## src/design/rwc_ram.sv

```systemverilog
// Generic single-port-write, single-port-read RAM with registered read data.
`timescale 1ns / 1ps
module rwc_ram #(
    parameter int WIDTH = 8,
    parameter int DEPTH = 16
) (
    input  logic                             clk,
    input  logic                             we,
    input  logic [$clog2(DEPTH > 1 ? DEPTH : 2)-1:0] waddr,
    input  logic [WIDTH-1:0]                 wdata,
    input  logic                             re,
    input  logic [$clog2(DEPTH > 1 ? DEPTH : 2)-1:0] raddr,
    output logic [WIDTH-1:0]                 rdata
);

    logic [WIDTH-1:0] mem [DEPTH];

    always_ff @(posedge clk)
    begin
        if (we)
        begin
            mem[waddr] <= wdata;
        end
        if (re)
        begin
            rdata <= mem[raddr];
        end
    end

endmodule

```

## config.mk

```make
export PLATFORM = sky130hd
export DESIGN_NAME = rwc_ram
export DESIGN_NICKNAME = d
export VERILOG_FILES = /design/src/design/rwc_ram.sv
export SDC_FILE = /design/constraint.sdc
export NUM_CORES = 1
export LEC_CHECK = 0
export BUFFER_PORTS_ARGS = -buffer_cell sky130_fd_sc_hd__buf_2
export CELL_PAD_IN_SITES_DETAIL_PLACEMENT = 1
export CELL_PAD_IN_SITES_GLOBAL_PLACEMENT = 1
export CORE_ASPECT_RATIO = 2
export CORE_MARGIN = 5
export CORE_UTILIZATION = 60
export CTS_BUF_LIST = sky130_fd_sc_hd__clkbuf_4 sky130_fd_sc_hd__clkbuf_8
export CTS_CLUSTER_SIZE = 40
export DETAILED_ROUTE_END_ITERATION = 10
export PLACE_DENSITY_LB_ADDON = 0.1
export SETUP_SLACK_MARGIN = 0.4
export SYNTH_ARGS = -nofsm -noshare
export SYNTH_HDL_FRONTEND = slang
export SYNTH_SLANG_ARGS = --single-unit
export TNS_END_PERCENT = 30
```

## constraint.sdc

```tcl
create_clock -name clk -period 2.65 [get_ports clk]
set_input_delay 0.1325 -clock clk [delete_from_list [all_inputs] [get_ports clk]]
set_output_delay 0.1325 -clock clk [all_outputs]
set_load 0.02 [all_outputs]
```

==> metrics.yaml <==
cts:
  clk_pin_slew_ns: 0.08
  clock_latency_ns: 0.44
  cts_resized: 0
  hold_buffers: 0
  cts_buffer_depth: 2
  cts.htree.levels: 4
  post_cts_buffers: 0
  cts_buffers: 17
  cts.sinks: 136
  clock-root-buffer: "clkbuf_8"
  cts_tree: "done"
sta:
  min_period_over_period_pct: 59.5
  hold_violations: 0
  slew_headroom_pct: 37.3
  fmax_ghz: 0.634
  hold_slack_ns: 0.0718
  min_period_ns: 1.58
  tightestPinTransition_ns: 0.936
  slew_viol_final: 0
  finClkSkew_ns: 0.00780
  rsz0062_at_grt: "no"
  finalSetupTns_ns: 0
  final-setup-viol-count: 0
layout:
  final_area_mm2: 0.00594
  syn_to_final_growth_pct: 13.6
  nets: 296
  multi_input_area_mm2: 0.00106
  fin_util_pct: 69.1
  fin_cells: 390
  seqCellArea_mm2: 0.00408
  drive_gt1_share_pct: 30.7
  fillers: 691
  antenna_cells: 0
drt:
  drc_errors: 0
  wl_per_cell_um: 29.1
  dr.max_layer_used: "met4"
  first_iter_violations: 255
  first_pass_iters: 5
  vias: 2514
  vias_per_cell: 6.45
  wirelength_um: 11400
  wl_met2_um: 6370
  detail-route-antenna-nets: 0
  wl_met3_um: 481
  wl_met1_um: 4200
yosys:
  synth.avg_cell_area_um2: 22.8
  netlist_area_mm2: 0.00523
  synth_seq_cells: 136
  syn_inst: 229
  yosysTopAreaCellShare_pct: 78.1
  seq_area_frac_synth_pct: 78.1
  syn-num-nets: 248
  netlist_top_cells_area: "edfxtp_1 78%, mux4_2 7.8%, mux4_1 7.0%"
  yosys_warnings: 0
  yosysTopAreaCell: "edfxtp_1"
  synth_cell_types: 18
worst_setup_path:
  critical_path_class: "flip-flop to flip-flop"
  reg2reg_depth: 3
  cp_slowest_stage_delay_ns: 0.57
  r2r_slack_ns: 1.07
  critPathCaptureType: "flip-flop"
  r2r_start: "mem[9][3]$_DFFE_PP_"
  worst-path-buf-inv: 0
  crit_fanout: 1
  arrival_ns: 1.77
  reg2reg_to: "rdata[3]$_DFFE_PP_"
  crit_chain: "mux4_1 -> a22oi_1 -> nand2_1"
  start_kind: "flip-flop"
  cp_slowest_cell: "mux4_1"
  crit_cells: 3
  crit_required_ns: 2.84
  path_delay_family: "multiplexers"
min_path:
  hold_path_depth: 1
  min-delay-start: "re"
  hold_class: "primary input to flip-flop"
  holdPathEnd: "rdata[3]$_DFFE_PP_"
floorplan:
  rows: 48
  fp.coreArea_mm2: 0.00859
  die-area_mm2: 0.0108
  io_pins: 27
  start_util_pct: 60.9
  die_x_um: 76
  dieHeight_um: 142
pwr:
  power.density_mw_per_mm2: 758
  ir_worst_vdd_mv: 0.733
  p_leak_uw: 0.00200
global_routing:
  globalRouteOverflowTotal: 0
  antenna_found_initial: 0
  grt_max_degree: 33
  grt_pass1_wl_um: 17600
  grt_pass1_vias: 2807
  grt_usage_pct: 23.1
placed_design:
  gp_congestion: 0.791
  dpl_cell_area_mm2: 0.00551
  dp_cells: 358
  dpl.hpwl_um: 7560
  port_buffers: 26
run_status:
  status: "finished clean"
run:
  cap_violations: 0
-- where the power goes --
part / switching (uW) / leakage (uW) / internal (uW)
Sequential: 13.9 / 0.00124 / 2420
Clock: 778 / 0.000215 / 1050
Combinational: 145 / 0.000546 / 91.0
Total: 937 / 0.00200 / 3570
-- Yosys cell counts --
cell / instances
edfxtp_1: 136
mux4_2: 18
a22oi_1: 16
mux4_1: 14
nor2_1: 13
nand2_1: 9
nor3_1: 4
buf_2: 3
buf_6: 3
clkdlybuf4s25_2: 3
nand2b_1: 2
nand3b_1: 2
and2_1: 1
and2b_1: 1
buf_4: 1
nand3_1: 1
nor2b_1: 1
or3b_2: 1
-- per-layer routing --
metal	vias to the layer above	global-route usage [%]
met5	-	0
met4	0	8.72
met3	29	5.70
met2	105	41.0
met1	1301	26.9
li1	1079	-
-- through the flow --
step	total power (uW)	setup WS, ns
final	4500	1.07
after global routing	4670	1.05
after CTS	4530	1.05
after detailed placement	2720	0.731
after global placement	2700	0.841
after floorplan	2610	1.02
-- final cells by class --
cell class	count	area share [%]
clock inverter	12	2.95
tap	100	2.11
clock buffer	20	4.32
sequential	136	68.8
multi-input combinational	83	17.8
timing repair buffer	39	4.05
-- worst register-to-register path, delay by kind of cell (launching register included) --
| kind | cells | cell delay, ns |
|---|---|---|
| flops | 1 | 0.41 |
| compound gates | 1 | 0.26 |
| simple gates | 1 | 0.09 |
| mux | 1 | 0.57 |
-- kinds of logic (layout without fill, tap and decap cells) --
group | after synthesis | in the layout | synth area share (%)
simple gates | 35 | 35 | 3.14
compound gates | 16 | 16 | 2.30
mux | 32 | 32 | 14.8
buf+inv | 10 | 71 | 1.65
flops | 136 | 136 | 78.1
-- sequential cells by signal, indices dropped and copies added, names as in the netlist --
| name | cells |
|---|---|
| mem | 128 |
| rdata | 8 |
-- worst max path at each step --
stage / from / slack (ns) / end
after floorplan: waddr[2] / 1.02 / mem[0][0]$_DFFE_PP_
after global placement: waddr[2] / 0.84 / mem[2][1]$_DFFE_PP_
after detailed placement: waddr[2] / 0.73 / mem[3][1]$_DFFE_PP_
after CTS: mem[9][3]$_DFFE_PP_ / 1.05 / rdata[3]$_DFFE_PP_
after global routing: mem[10][3]$_DFFE_PP_ / 1.05 / rdata[3]$_DFFE_PP_
final: mem[9][3]$_DFFE_PP_ / 1.07 / rdata[3]$_DFFE_PP_
-- layout by cell type, fill, tap and decap left out, drive strengths merged --
cell type / count
a22oi: 16
and2: 1
and2b: 1
buf: 39
bufinv: 4
clkbuf: 20
clkinv: 5
clkinvlp: 2
edfxtp: 136
inv: 1
mux4: 32
nand2: 9
nand2b: 2
nand3: 1
nand3b: 2
nor2: 13
nor2b: 1
nor3: 4
or3b: 1
Power figures use the tool's default switching activity.
