`src/design/rwc_pkg.sv`:
```
// Shared constants and types for the ray, wall and circle nearest-hit caster.
`timescale 1ns / 1ps
package rwc_pkg;

    localparam int MAX_CIRCLES = 64;
    localparam int IDX_W = (MAX_CIRCLES > 1) ? $clog2(MAX_CIRCLES) : 1;
    localparam int CNT_W = $clog2(MAX_CIRCLES + 1);

    localparam int POS_W = 16;
    localparam int DIR_W = 16;
    localparam int RAD_W = 13;
    localparam int SLOT_W = 6;
    localparam int DIST_W = 17;
    localparam int FRAC_W = 14;

    localparam logic [DIST_W-1:0] DIST_MAX = '1;
    localparam logic [POS_W-1:0] ROOM_RESET = 16'd10240;

    localparam logic OP_WRITE = 1'b0;
    localparam logic OP_CAST = 1'b1;

    localparam int CFG_IDX_W = 2;
    localparam logic [CFG_IDX_W-1:0] CFG_ROOM_WIDTH = 2'd0;
    localparam logic [CFG_IDX_W-1:0] CFG_ROOM_HEIGHT = 2'd1;

    localparam int DIV_NUM_W = POS_W + FRAC_W;
    localparam int DIV_DEN_W = DIR_W;
    localparam int SQ_IN_W = 38;
    localparam int SQ_OUT_W = SQ_IN_W / 2;

    typedef struct packed {
        logic [POS_W-1:0] cx;
        logic [POS_W-1:0] cy;
        logic [RAD_W-1:0] r;
    } circle_t;

    localparam int ENTRY_W = $bits(circle_t);

endpackage

```
`src/design/rwc_div.sv`:
```
// Restoring divider that produces one quotient bit per cycle.
`timescale 1ns / 1ps
module rwc_div import rwc_pkg::*; (
    input  logic                 clk,
    input  logic                 rst_n,
    input  logic                 start,
    input  logic [DIV_NUM_W-1:0] dividend,
    input  logic [DIV_DEN_W-1:0] divisor,
    output logic                 busy,
    output logic                 done,
    output logic [DIV_NUM_W-1:0] quotient
);

    localparam int DCNT_W = $clog2(DIV_NUM_W + 1);

    logic busy_reg;
    logic done_reg;
    logic [DCNT_W-1:0] cnt_reg;
    logic [DIV_DEN_W:0] rem_reg;
    logic [DIV_NUM_W-1:0] quo_reg;
    logic [DIV_DEN_W-1:0] den_reg;
    logic [DIV_DEN_W:0] rem_sh;
    logic ge;

    assign rem_sh = {rem_reg[DIV_DEN_W-1:0], quo_reg[DIV_NUM_W-1]};
    assign ge = rem_sh >= {1'b0, den_reg};

    always_ff @(posedge clk or negedge rst_n)
    begin
        if (!rst_n)
        begin
            busy_reg <= 1'b0;
            done_reg <= 1'b0;
            cnt_reg <= '0;
        end
        else
        begin
            done_reg <= 1'b0;
            if (start)
            begin
                busy_reg <= 1'b1;
                cnt_reg <= DCNT_W'(DIV_NUM_W);
            end
            else if (busy_reg)
            begin
                cnt_reg <= cnt_reg - 1'b1;
                if (cnt_reg == DCNT_W'(1))
                begin
                    busy_reg <= 1'b0;
                    done_reg <= 1'b1;
                end
            end
        end
    end

    always_ff @(posedge clk)
    begin
        if (start)
        begin
            rem_reg <= '0;
            quo_reg <= dividend;
            den_reg <= divisor;
        end
        else if (busy_reg)
        begin
            rem_reg <= ge ? (rem_sh - {1'b0, den_reg}) : rem_sh;
            quo_reg <= {quo_reg[DIV_NUM_W-2:0], ge};
        end
    end

    assign busy = busy_reg;
    assign done = done_reg;
    assign quotient = quo_reg;

endmodule

```
`config.mk`:
```
export PLATFORM = sky130hd
export DESIGN_NAME = rwc_div
export DESIGN_NICKNAME = d
export VERILOG_FILES = /design/src/design/rwc_pkg.sv /design/src/design/rwc_div.sv
export SDC_FILE = /design/constraint.sdc
export NUM_CORES = 1
export LEC_CHECK = 0
export BUFFER_PORTS_ARGS = -buffer_cell sky130_fd_sc_hd__buf_2
export CAP_MARGIN = 15
export CORE_UTILIZATION = 41
export DETAILED_ROUTE_END_ITERATION = 7
export HOLD_SLACK_MARGIN = 0.08
export SYNTH_ARGS = -nofsm -noshare
export SYNTH_HDL_FRONTEND = slang
export SYNTH_SLANG_ARGS = --single-unit
```
`constraint.sdc`:
```
create_clock -name clk -period 2.6 [get_ports clk]
set_input_delay 0.52 -clock clk [delete_from_list [all_inputs] [get_ports clk]]
set_output_delay 0.52 -clock clk [all_outputs]
set_load 0.01 [all_outputs]
```
==> flow_summary.ini <==
[run_status]
status = finished clean

[route]
dr.pass1.iters = 4
ant_nets = 0
wl_per_cell_um = 14.81
routed_via_density = 5.247
vias = 2912
wirelength_um = 8217
drcViolationCount = 0
drtIter0Drc = 123

[global_route]
grt_pass1_vias = 2835
grt_use_met3 = 0.04638
grt_antenna_before_repair = 0
grt_pass1_wl_um = 13300
grt.busiest_layer = met2
grt_max_degree = 31
grt_util_all_layers = 0.1742
gr-total-overflow = 0
grtUsageMet1 = 0.2245
grt.met2_usage = 0.2711

[sta]
setup_violations = 0
setup_tns_ns = 0
rsz0062_at_grt = no
fin_crit_sh = 0.9519
finClkSkew_ns = 0.01495
period_minus_slack_ns = 2.475
max_freq_ghz = 0.4041
tightest_slew_ns = 0.9218
post-route-worst-setup-slack_ns = 0.1251
hold_violations = 0
report.final.slew_viol_count = 0
slew_headroom = 0.3855

[placed_design]
placed_cell_area_um2 = 4436
preCtsSetupSlack_ns = -0.05345
dp_hpwl_um = 5842
post-place-cells = 533
io_buffers = 80
gp_congestion = 0.8959

[synthesis]
synth.most_common_cell = edfxtp_1
synth_flop_cell = edfxtp_1
synth_edf_count = 46
synth_cell_type_count = 58
synth_top_area_share = 0.3567
synthesis.area_um2 = 3872
synthesis.nets = 413
synth_mux_area_frac = 0.1031
avgSynthCellArea_um2 = 11.22
yosys.area.top_type = edfxtp_1
synth_compound_area_frac = 0.1260
synthCells = 345
synth_area_leaders = edfxtp_1 (36%), mux2_2 (8.7%), dfxtp_1 (8.3%)
synth_common_cells = edfxtp_1 (46), mux2_2 (30), nor2_1 (26), inv_1 (24), ha_1 (18)
synth_warnings = 0
ys_seq_area_frac = 0.4847
synthArstFlopShare = 0.1014
synth_top_family_by_area = simple AND/OR/NAND/NOR gates
synthAdderAreaFrac = 0.06333
synth-simple-area-share = 0.1402
ys_seq_elements = 69
synth_xor_area_frac = 0.02488

[cts]
clk_path_buf_depth = 2
clock_sinks = 69
htreeDepth = 3
cts_buffers = 9
clkTransAtPathRegs_ns = 0.09
clock_latency_ns = 0.36
cts_tree = built
clock-root-buffer = clkbuf_8

[die]
row_count = 35
start_util = 0.4211
dieArea_um2 = 9838
die_h_um = 99.19
core_um2 = 9196
die_w_um = 99.19
io_pins = 81

[setup_path]
max_stage_delay_ns = 0.38
path_cells = inv_1 -> ha_1 -> a21oi_1 -> o21ai_0 -> a311oi_2 -> buf_4 -> a31oi_4 -> buf_4 -> nor4bb_1 -> or3_1
setup.worst_path.end_class = flip-flop
cp_max_fo = 6
worstSetupPathType = reg -> reg
cp_common_cell = buf_4
worstPathRequired_ns = 2.83
worstPathArrival_ns = 2.71
start_kind = flip-flop
crit_slowest_cell = edfxtp_1
crit_family = compound AO/OA/AOI/OAI gates
path_buf_inv = 3

[finish]
antenna_cells = 0
layout.cells.non_filler = 555
final_area_um2 = 4695
num-nets-final = 507
drive_gt1_frac = 0.3671
syn_to_final_growth_pct = 21.23
largest_register_ffs = 30

[power_and_ir_drop]
vdd_drop_max_v = 0.0002792
power_density_nw_per_um2 = 553.5
p_leak_nw = 1.948

[flow_run]
maxCapViolations = 0

[hold_path]
hp-class = in -> reg
per-stage QoR:
step                total power [mW]  hold WS (ns)  utilization
floorplan                      1.561        0.2244            -
global placement               1.700        0.3605       0.4823
detailed placement             1.705        0.3637       0.4823
CTS                            2.633        0.3104       0.5072
global route                   2.722        0.3059       0.5105
finish                         2.598        0.3253       0.5105
layer usage:
layer	up-vias	share of wire	wire, µm
li1	1456	-	-
met1	1374	0.48	3916
met2	70	0.46	3817
met3	12	0.043	351
met4	0	0.016	132
met5	-	0	0
report_power, final:
| group | total, mW | leakage (nW) | switching [mW] | internal (mW) |
|---|---|---|---|---|
| Clock | 0.916 | 0.0968 | 0.462 | 0.454 |
| Sequential | 1.30 | 0.679 | 0.0408 | 1.26 |
| Combinational | 0.383 | 1.17 | 0.193 | 0.189 |
layout make-up:
class	instances	area, µm²
sequential	69	1877
tap	111	138.9
inverter	24	90.09
clock buffer	9	123.9
clock inverter	7	80.08
fill	843	4502
timing repair buffer	101	598.1
multi-input combinational	234	1787
cell families after synthesis:
| logic type | after synthesis |
|---|---|
| buf+inv | 43 |
| xor+xnor | 11 |
| mux | 36 |
| compound gates | 71 |
| flops | 69 |
| fa+ha+maj | 19 |
| simple gates | 96 |
timing repair:
| item | in CTS | in global routing |
|---|---|---|
| hold endpoints to repair | 7 | 0 |
| resized for setup | 0 | 1 |
| pin swaps | 1 | 3 |
| gates cloned | 0 | 1 |
| setup buffers | 2 | 2 |
| setup endpoints to repair | 7 | 15 |
| hold buffers | 1 | 0 |
layout by cell type (no fill, tap or decap), types with 9 or more instances in the layout:
cell and n:
nand2b_1 12, nand2_1 15, buf_4 17, clkbuf_8 9, o21ai_0 15, inv_1 24
buf_2 80, edfxtp_1 46, mux2_2 30, nor2_1 26, dfxtp_1 16, a21oi_1 15
ha_1 17
worst reg2reg max path, cell delays in order, from the launching register on:
cell and delay (ns):
edfxtp_1 0.38, inv_1 0.07, ha_1 0.26, a21oi_1 0.22
o21ai_0 0.17, a311oi_2 0.26, buf_4 0.16, a31oi_4 0.13
buf_4 0.19, nor4bb_1 0.14, or3_1 0.37
worst paths after layout:
path | from | to | slack, ns | depth (start not counted)
worst min register to register | rem_reg[8]$_SDFFE_PP0P_ | rem_reg[9]$_SDFFE_PP0P_ | 0.51 | 2
worst max register to register | den_reg[14]$_DFFE_PP_ | rem_reg[4]$_SDFFE_PP0P_ | 0.13 | 10
worst min-delay path | divisor[0] | den_reg[0]$_DFFE_PP_ | 0.33 | 1
min in group asynchronous | rst_n | cnt_reg[0]$_DFFE_PN0P_ | 0.52 | 2
worst max-delay path | den_reg[14]$_DFFE_PP_ | rem_reg[4]$_SDFFE_PP0P_ | 0.13 | 10
max in group asynchronous | rst_n | cnt_reg[1]$_DFFE_PN0P_ | 1.93 | 2
Note: power is estimated with default switching activity, not from simulation.
