## src/design/rwc_pkg.sv

```systemverilog
// Shared constants and types for the ray, wall and circle nearest-hit caster.
`timescale 1ns / 1ps
package rwc_pkg;

    localparam int MAX_CIRCLES = 64;
    localparam int IDX_W = (MAX_CIRCLES > 1) ? $clog2(MAX_CIRCLES) : 1;
    localparam int CNT_W = $clog2(MAX_CIRCLES + 1);

    localparam int POS_W = 16;
    localparam int DIR_W = 16;
    localparam int RAD_W = 13;
    localparam int SLOT_W = 6;
    localparam int DIST_W = 17;
    localparam int FRAC_W = 14;

    localparam logic [DIST_W-1:0] DIST_MAX = '1;
    localparam logic [POS_W-1:0] ROOM_RESET = 16'd10240;

    localparam logic OP_WRITE = 1'b0;
    localparam logic OP_CAST = 1'b1;

    localparam int CFG_IDX_W = 2;
    localparam logic [CFG_IDX_W-1:0] CFG_ROOM_WIDTH = 2'd0;
    localparam logic [CFG_IDX_W-1:0] CFG_ROOM_HEIGHT = 2'd1;

    localparam int DIV_NUM_W = POS_W + FRAC_W;
    localparam int DIV_DEN_W = DIR_W;
    localparam int SQ_IN_W = 38;
    localparam int SQ_OUT_W = SQ_IN_W / 2;

    typedef struct packed {
        logic [POS_W-1:0] cx;
        logic [POS_W-1:0] cy;
        logic [RAD_W-1:0] r;
    } circle_t;

    localparam int ENTRY_W = $bits(circle_t);

endpackage

```

## src/design/rwc_sqrt.sv

```systemverilog
// Integer square root that resolves one root bit per cycle.
`timescale 1ns / 1ps
module rwc_sqrt import rwc_pkg::*; (
    input  logic                clk,
    input  logic                rst_n,
    input  logic                start,
    input  logic [SQ_IN_W-1:0]  radicand,
    output logic                busy,
    output logic                done,
    output logic [SQ_OUT_W-1:0] root
);

    localparam int SCNT_W = $clog2(SQ_OUT_W + 1);

    logic busy_reg;
    logic done_reg;
    logic [SCNT_W-1:0] cnt_reg;
    logic [SQ_IN_W-1:0] rem_reg;
    logic [SQ_IN_W-1:0] root_reg;
    logic [SQ_IN_W-1:0] bit_reg;
    logic [SQ_IN_W-1:0] trial;
    logic ge;

    assign trial = root_reg + bit_reg;
    assign ge = rem_reg >= trial;

    always_ff @(posedge clk or negedge rst_n)
    begin
        if (!rst_n)
        begin
            busy_reg <= 1'b0;
            done_reg <= 1'b0;
            cnt_reg <= '0;
        end
        else
        begin
            done_reg <= 1'b0;
            if (start)
            begin
                busy_reg <= 1'b1;
                cnt_reg <= SCNT_W'(SQ_OUT_W);
            end
            else if (busy_reg)
            begin
                cnt_reg <= cnt_reg - 1'b1;
                if (cnt_reg == SCNT_W'(1))
                begin
                    busy_reg <= 1'b0;
                    done_reg <= 1'b1;
                end
            end
        end
    end

    always_ff @(posedge clk)
    begin
        if (start)
        begin
            rem_reg <= radicand;
            root_reg <= '0;
            bit_reg <= {2'b01, {(SQ_IN_W-2){1'b0}}};
        end
        else if (busy_reg)
        begin
            if (ge)
            begin
                rem_reg <= rem_reg - trial;
                root_reg <= (root_reg >> 1) + bit_reg;
            end
            else
            begin
                root_reg <= root_reg >> 1;
            end
            bit_reg <= bit_reg >> 2;
        end
    end

    assign busy = busy_reg;
    assign done = done_reg;
    assign root = root_reg[SQ_OUT_W-1:0];

endmodule

```

## config.mk

```make
export PLATFORM = sky130hd
export DESIGN_NAME = rwc_sqrt
export DESIGN_NICKNAME = d
export VERILOG_FILES = /design/src/design/rwc_pkg.sv /design/src/design/rwc_sqrt.sv
export SDC_FILE = /design/constraint.sdc
export NUM_CORES = 1
export LEC_CHECK = 0
export ABC_AREA = 0
export BUFFER_PORTS_ARGS = -buffer_cell sky130_fd_sc_hd__buf_2
export CAP_MARGIN = 5
export CELL_PAD_IN_SITES_DETAIL_PLACEMENT = 0
export CELL_PAD_IN_SITES_GLOBAL_PLACEMENT = 1
export CORE_AREA = 2 2 145 147
export CTS_CLUSTER_DIAMETER = 60
export CTS_CLUSTER_SIZE = 25
export DETAILED_ROUTE_END_ITERATION = 12
export DIE_AREA = 0 0 147 149
export GPL_TIMING_DRIVEN = 0
export PLACE_DENSITY = 0.83
export RECOVER_POWER = 25
export SLEW_MARGIN = 30
export SYNTH_ARGS = -nofsm -noshare
export SYNTH_HDL_FRONTEND = slang
export SYNTH_SLANG_ARGS = --single-unit
```

## constraint.sdc

```tcl
create_clock -name clk -period 9.1 [get_ports clk]
set_input_delay 0.91 -clock clk [delete_from_list [all_inputs] [get_ports clk]]
set_output_delay 0.91 -clock clk [all_outputs]
set_load 0.05 [all_outputs]
```

==> qor.yml <==
global_routing:
  grt_remaining_overflow: 0
  grt_pass1_wl_um: 43630
  track_usage_pct: 25.53
  grt_pass1_vias: 8056
  antenna_found_initial: 0
  grt_max_degree: 20
die:
  die_h_um: 149
  start_util_pct: 43.83
  chipWidth_um: 147
  coreArea_mm2: 0.02056
  rows: 53
  pin_count: 62
  die-area_mm2: 0.02190
clock_tree:
  cts_resized: 0
  clk_latency_ns: 0.37
  cts_sinks: 102
  postCtsSetupBuffers: 0
  clk_pin_slew_ns: 0.09
  cts_tree: "done"
  clock_path_buffers: 2
  htreeDepth: 3
  holdBufCountCts: 0
  cts_root_buffer: "clkbuf_16"
  cts_made_buffers: 9
timing:
  max_slew_margin_pct: 35.67
  skew_ns: 0.01489
  drv_slew: 0
  fmax_mhz: 149.6
  tightest_slew_ns: 0.9649
  hold_violations: 0
  rsz0062_at_grt: "false"
  setup-violations-final: 0
  min_period_ns: 6.685
  period_share_pct: 73.46
synthesis:
  synth-edff-count: 38
  syn_inst: 1102
  ys_ff_latch: 102
  synth.cell_area_mm2: 0.009010
  async_reset_ff_share_pct: 6.863
  ys.warnings.count: 0
  syn_area_per_cell_um2: 8.176
  synth-seq-area-share_pct: 27.27
  synth_ff_type: "dfxtp_1"
  syn-num-nets: 1224
  synthDistinctLibCells: 75
power:
  p_comb_share_pct: 57.7
  p_total_mw: 2.617
  swShare_pct: 45.86
  switchingPower_mw: 1.200
  p_clk_share_pct: 16.1
  p_seq_share_pct: 26.2
  powerDensity_mw_per_mm2: 261.4
  ir_drop_mv: 0.1396
  intPower_mw: 1.417
  power.leakage_nw: 3.991
drt:
  viasPerCell: 5.966
  wl_per_cell_um: 19.33
  wl_um: 28120
  first_pass_iters: 5
  ant_nets: 0
  vias: 8680
  drt_iter0_drc: 728
  drc_errors: 0
placement:
  gp_congestion: 0.9051
  numPortBuffers: 60
  dp_hpwl_um: 21500
critical_path:
  end_kind: "flop"
  r2r-start: "root_reg[2]"
  worstPathArrival_ns: 6.81
  critPathKind: "reg2reg"
  start_kind: "flop"
  reg2regPathDepth: 21
  crit_start: "root_reg[2]"
  r2r_end: "rem_reg[9]"
  rrSetupSlack_ns: 2.41
  critical_path.max_fanout: 17
  cp.required_ns: 9.23
finish:
  finish.utilization_pct: 48.70
  antenna_cells: 0
  layout-drive-gt1-share_pct: 10.68
  layout.nets: 1297
  area_delta_synth_final_pct: 11.11
run_status:
  status: "completed"
flow_run:
  cap_violations: 0
worst_hold_path:
  hp-class: "in2async"
area by class of cell:
class,count,area [um2]
plain buffers,76,384.1
clock buffers,10,250.2
clock inverters,6,56.30
fillers,2091,10550
inverters,26,97.59
multi-input cells,898,6087
flip-flops and latches,102,2457
well taps,275,344.1
repair buffers,62,334.1
logic make-up after synthesis:
| group | share of synthesized area [%] |
|---|---|
| compound gates | 26.57 |
| fa+ha+maj | 11.33 |
| flops | 27.27 |
| xor+xnor | 7.096 |
| buf+inv | 5.346 |
| simple gates | 18.58 |
| mux | 3.805 |
power groups by stage:
stage	sequential (mW)	clock (mW)	combinational (mW)
floorplan	0.681	0	1.09
global placement	0.705	0	1.43
detailed placement	0.693	0	1.48
CTS	0.685	0.424	1.49
global route	0.694	0.443	1.65
finish	0.685	0.422	1.51
how the worst max path moves through the flow:
stage                   to  slack (ns)  depth (start not counted)
4_1_cts        rem_reg[20]        2.57                         21
6_report        rem_reg[9]        2.41                         21
5_1_grt         rem_reg[9]        2.18                         21
2_1_floorplan   rem_reg[0]        1.67                         20
3_5_place_dp    rem_reg[4]        2.62                         21
3_3_place_gp    rem_reg[5]       -1.25                         20
metrics by stage:
step           instance area (um2)  instances  setup WS, ns  TNS, ns  hold WS (ns)
3_5_place_dp                  9726       1439         2.617        0        0.5063
6_report                     10010       1455         2.415        0        0.4173
5_1_grt                      10010       1455         2.183        0        0.4336
2_1_floorplan                 9010       1102         1.671        0        0.4777
4_1_cts                      10030       1455         2.569        0        0.3531
3_3_place_gp                  9654       1437        -1.248   -47.32        0.5016
layout by cell type (no fill, tap or decap), types with 34 or more instances in the layout:
master,count
nor2_1,122
nand2_1,112
o21ai_0,83
ha_1,80
a21oi_1,57
dfxtp_1,57
clkbuf_1,55
buf_2,50
xor2_1,38
edfxtp_1,38
xnor2_1,35
a31oi_1,34
worst max-delay path: stages (launching register included):
cell,delay (ns)
dfxtp_1,0.41
ha_1,0.41
a31oi_1,0.11
a211oi_1,0.62
a211oi_1,0.25
o31ai_1,0.51
a31oi_1,0.23
xor2_1,0.29
ha_1,0.28
buf_2,0.17
a21oi_1,0.24
o211ai_1,0.13
a41oi_1,0.45
a211oi_1,0.17
o31ai_4,0.58
and2_4,0.24
buf_6,0.13
buf_2,0.24
buf_2,0.35
o21ai_4,0.17
buf_16,0.24
buf_16,0.17
layer usage:
layer / part of all wire, % / routed length, um / global-route usage [%] / up-vias
met3: 5.7 / 1610 / 3.670 / 38
met4: 2.2 / 620 / 6.779 / 0
met5: 0 / 0 / 0 / -
met1: 46 / 12890 / 35.38 / 4089
met2: 46 / 13000 / 41.92 / 278
li1: - / - / - / 4275
cells in the mapped netlist (10+ instances only):
cell / instances / area share, %
nor2_1: 122 / 5.1
nand2_1: 112 / 4.7
o21ai_0: 84 / 4.7
ha_1: 80 / 11
a21oi_1: 57 / 3.2
dfxtp_1: 57 / 13
edfxtp_1: 38 / 13
xor2_1: 38 / 3.7
clkbuf_1: 35 / 1.5
xnor2_1: 35 / 3.4
a31oi_1: 34 / 2.4
a21o_1: 25 / 2.1
inv_1: 25 / 1.0
a211oi_1: 23 / 1.9
mux2i_1: 23 / 2.6
nand4_1: 21 / 1.5
a311oi_1: 20 / 1.9
buf_4: 19 / 1.6
o31ai_1: 18 / 1.5
nand3_1: 17 / 0.94
or3_1: 15 / 1.0
nor3_1: 12 / 0.67
o21bai_1: 11 / 0.92
buf_1: 10 / 0.42
mux2_2: 10 / 1.2
Power figures use the tool's default switching activity.
